<file path="src/rtl/schit_mul.sv">
module schit_mul #(
  parameter int unsigned AW = 16,
  parameter int unsigned BW = 16
) (
  input  logic                     clk_i,
  input  logic signed [AW-1:0]     a_i,
  input  logic signed [BW-1:0]     b_i,
  output logic signed [AW+BW-1:0]  p_o
);

  // operands split into a zero-extended low half and a signed high half
  localparam int unsigned AL = (AW + 1) / 2;
  localparam int unsigned AH = AW - AL;
  localparam int unsigned BL = (BW + 1) / 2;
  localparam int unsigned BH = BW - BL;
  localparam int unsigned PW = AW + BW;

  logic signed [AL:0]      al;
  logic signed [AH-1:0]    ah;
  logic signed [BL:0]      bl;
  logic signed [BH-1:0]    bh;
  logic signed [AL+BL+1:0] ll_q;
  logic signed [AL+BH:0]   lh_q;
  logic signed [AH+BL:0]   hl_q;
  logic signed [AH+BH-1:0] hh_q;
  logic signed [PW-1:0]    p_q;

  assign al = $signed({1'b0, a_i[AL-1:0]});
  assign ah = $signed(a_i[AW-1:AL]);
  assign bl = $signed({1'b0, b_i[BL-1:0]});
  assign bh = $signed(b_i[BW-1:BL]);

  // first register: partial products
  always_ff @(posedge clk_i) begin
    ll_q <= al * bl;
    lh_q <= al * bh;
    hl_q <= ah * bl;
    hh_q <= ah * bh;
  end

  // second register: weighted sum; the full product fits PW bits, so wrap is harmless
  always_ff @(posedge clk_i) begin
    p_q <= PW'(ll_q) + (PW'(lh_q) <<< BL) + (PW'(hl_q) <<< AL)
         + (PW'(hh_q) <<< (AL + BL));
  end

  assign p_o = p_q;

endmodule

</file>
<file path="config.mk">
export PLATFORM = sky130hd
export DESIGN_NAME = schit_mul
export DESIGN_NICKNAME = d
export VERILOG_FILES = /design/src/rtl/schit_mul.sv
export SDC_FILE = /design/constraint.sdc
export NUM_CORES = 1
export LEC_CHECK = 0
export ABC_AREA = 1
export BUFFER_PORTS_ARGS = -buffer_cell sky130_fd_sc_hd__clkbuf_2
export CAP_MARGIN = 10
export CORE_MARGIN = 2
export CORE_UTILIZATION = 62
export DETAILED_ROUTE_END_ITERATION = 16
export PLACE_DENSITY = 0.87
export SYNTH_ARGS = -nofsm -noshare
export SYNTH_HDL_FRONTEND = slang
export SYNTH_SLANG_ARGS = --single-unit
</file>
<file path="constraint.sdc">
create_clock -name clk_i -period 5.4 [get_ports clk_i]
set_input_delay 0.81 -clock clk_i [delete_from_list [all_inputs] [get_ports clk_i]]
set_output_delay 0.81 -clock clk_i [all_outputs]
set_load 0.005 [all_outputs]
</file>
==> impl_metrics.yaml <==
cts:
  cts_resized: 0
  cts_max_path_buffers: 2
  ctsHoldBuffers: 0
  cts_buffers: 9
  h-tree-depth: 3
  cts_setup_buffers: 0
  numClockSinks: 98
  cts_tree: "built"
  clk_pin_slew_worst_paths_ps: 70
  root_buffer: "clkbuf_16"
  clk_latency_ps: 350
timing:
  max_clock_freq_ghz: 0.208
  worst_slew_pin_slew_ps: 675
  rsz0062_at_grt: "false"
  finalSetupTns_ps: 0
  hold_violations: 0
  fin_crit_ps: 4810
  finalSetupViolations: 0
  slew_headroom: 0.549
  finalCritPeriodShare: 0.890
  skew_ps: 8.59
  drv_slew: 0
critical_path:
  crit_slowest_cell: "fa_1"
  end_kind: "flop"
  startpoint_type: "input pin"
  r2r_slack_ps: 1430
  crit_type: "input pin to flop"
  timing.rr.start: "ll_q[8]$_DFF_P_"
  cp_max_fo: 18
  crit_path_max_incr_delay_ps: 570
  worstPathRequired_ps: 5670
  rr_worst_depth: 22
  crit_family: "adder cells"
  r2r_end: "p_o[31]$_DFF_P_"
  cp_num_buf_inv: 5
  arrival_ps: 5080
  crit_chain: "clkbuf_2 -> inv_1 -> fa_1 -> fa_1 -> inv_1 -> fa_1 -> inv_1 -> fa_1 -> inv_1 -> ha_1 -> a21oi_1 -> nand2_1 -> a21oi_2 -> o21ai_1 -> a21oi_1 -> xnor2_1"
route:
  route.detailed.drc: 0
  ant_nets: 0
  drt_iter0_drc: 793
  wl_mm: 30.6
  vias: 10500
  wl_per_cell_um: 15.4
  via_per_inst: 5.26
  firstDrtPassIters: 5
global_route:
  grt_use_total: 0.289
  grt_pass1_wl_mm: 51.7
  grt_pass1_vias: 11100
  grt_max_degree: 19
  grt_overflow: 0
  antenna_found_initial: 0
synthesis:
  synth_top_family_by_area: "adder cells"
  ys_seq_elements: 98
  netlist_instances: 1676
  synth-xor-area-share: 0.0515
  synth_adder_area_share: 0.447
  avgSynthCellArea_um2: 7.92
  yosysWarnings: 0
  synthArstFlopShare: 0
  yosysUniqueCellTypes: 39
  synth.area.mux_share: 0
  synth-compound-area-share: 0.0542
  syn-cell-area_um2: 13300
  synth-edff-count: 0
  ys.flop_type: "dfxtp_1"
  synthesis.nets: 2078
  seq_area_frac_synth: 0.148
  synth-simple-area-share: 0.147
power:
  leakagePower_nw: 8.80
  vdd_ir_drop_max_mv: 0.344
  comb_power_share: 0.776
  clkPwrFrac: 0.073
  fin_total_pwr_w: 0.00849
  power_density_nw_per_um2: 602
  power.switching_w: 0.00440
  switching_share: 0.519
  p_int_w: 0.00408
  p_seq_frac: 0.151
finish:
  layout.cells.non_filler: 1990
  syn_to_final_growth_pct: 6.32
  multi_input_area_um2: 9280
  postLayoutCoreUtil: 0.671
  num_antenna_cells: 0
  nFillCells: 1600
  most-common-layout-cells: "485 x inv_1, 363 x nand2_1, 194 x ha_1"
  nNetsFinal: 2112
  mostFrequentLayoutCell: "inv_1"
  drive_gt1_frac: 0.0776
  final-seq-area_um2: 1960
floorplan:
  coreArea_um2: 21000
  die-area_um2: 22600
  io_pins: 65
  core.rowCount: 53
  start_util: 0.631
  die_h_um: 150
  fp.dieW_um: 150
place:
  hpwl_mm: 24.3
  numPortBuffers: 64
  dp.cells: 1974
  gp_congestion: 0.902
flow_run:
  maxCapViolations: 0
run_status:
  status: "finished, final reports clean"
min_path:
  min_from: "ll_q[2]$_DFF_P_"
  hold_path_class: "flop to flop"
  min_to: "p_o[2]$_DFF_P_"
  min_path_cells: 0
## power by group through the flow
stage          registers, W  clock network, W  logic, W
2_1_floorplan       0.00128                 0   0.00498
4_1_cts             0.00128          0.000628   0.00655
3_3_place_gp        0.00129                 0   0.00616
5_1_grt             0.00132          0.000653   0.00748
3_5_place_dp        0.00130                 0   0.00643
6_report            0.00128          0.000619   0.00659
## worst register-to-register path: cells and delay by family, from the launching register on
| family | cells | cell delay [ps] |
|---|---|---|
| AO/OA/AOI/OAI | 3 | 400 |
| XOR/XNOR | 1 | 220 |
| adder cells (fa/ha/maj) | 4 | 1430 |
| buffers and inverters | 4 | 290 |
| flip-flops | 1 | 320 |
| AND/OR/NAND/NOR | 10 | 1180 |
## state kept, by name, summed over array words and instances (netlist names)
register,count
hl_q,17
hh_q,16
p_o,32
ll_q,16
lh_q,17
## routing by layer
layer,wire length (um),up-vias,track usage
met1,12400,4972,0.369
met3,2330,85,0.0382
met5,0,-,0
met4,907,0,0.0920
met2,14900,435,0.508
li1,-,4969,-
## worst max path at each step
stage	from	to	cells past startpoint
2_1_floorplan	b_i[10]	hh_q[15]$_DFF_P_	18
3_3_place_gp	a_i[15]	hl_q[13]$_DFF_P_	17
3_5_place_dp	a_i[15]	hl_q[13]$_DFF_P_	17
4_1_cts	a_i[15]	hl_q[13]$_DFF_P_	17
5_1_grt	b_i[15]	lh_q[14]$_DFF_P_	17
6_report	b_i[15]	lh_q[14]$_DFF_P_	16
## Yosys cell counts (all sizes together), types with 2 or more instances
cell | n | area [um^2]
clkbuf | 51 | 191
nand3b | 3 | 22.5
nand2 | 370 | 1410
dfxtp | 98 | 1960
nor2 | 40 | 158
buf | 2 | 8.75
o21bai | 5 | 45.0
a211oi | 2 | 15.0
nand3 | 39 | 210
o2111ai | 2 | 17.5
nand4 | 9 | 56.3
a21boi | 2 | 18.8
or2 | 9 | 56.3
a21o | 13 | 97.6
o21ai | 20 | 115
fa | 175 | 3500
xor2 | 51 | 447
a31oi | 4 | 25.0
a21oi | 63 | 353
xnor2 | 27 | 236
ha | 194 | 2430
nor3 | 5 | 25.0
inv | 487 | 1830
## stage by stage
stage	instance area [um^2]	worst slack (ps)	hold slack (ps)
2_1_floorplan	13300	491	310
3_3_place_gp	13800	371	311
3_5_place_dp	13800	286	313
4_1_cts	14100	622	329
5_1_grt	14100	415	336
6_report	14100	592	329
## kinds of logic (layout without fill, tap and decap cells)
family | count (synthesis) | after routing
xor gates and xnor gates | 78 | 78
and+or+nand+nor | 476 | 476
DFF | 98 | 98
AOI/OAI and AO/OA | 114 | 114
adders and majority gates | 369 | 369
buffers and inverters | 541 | 580
## layout make-up
class	instances	area share
multi-input combinational	1037	0.658
sequential	98	0.139
inverter	488	0.130
timing repair buffer	76	0.0291
tap	275	0.0244
clock buffer	10	0.0162
clock inverter	6	0.00390
No activity file was read; power rests on OpenSTA's default activity.
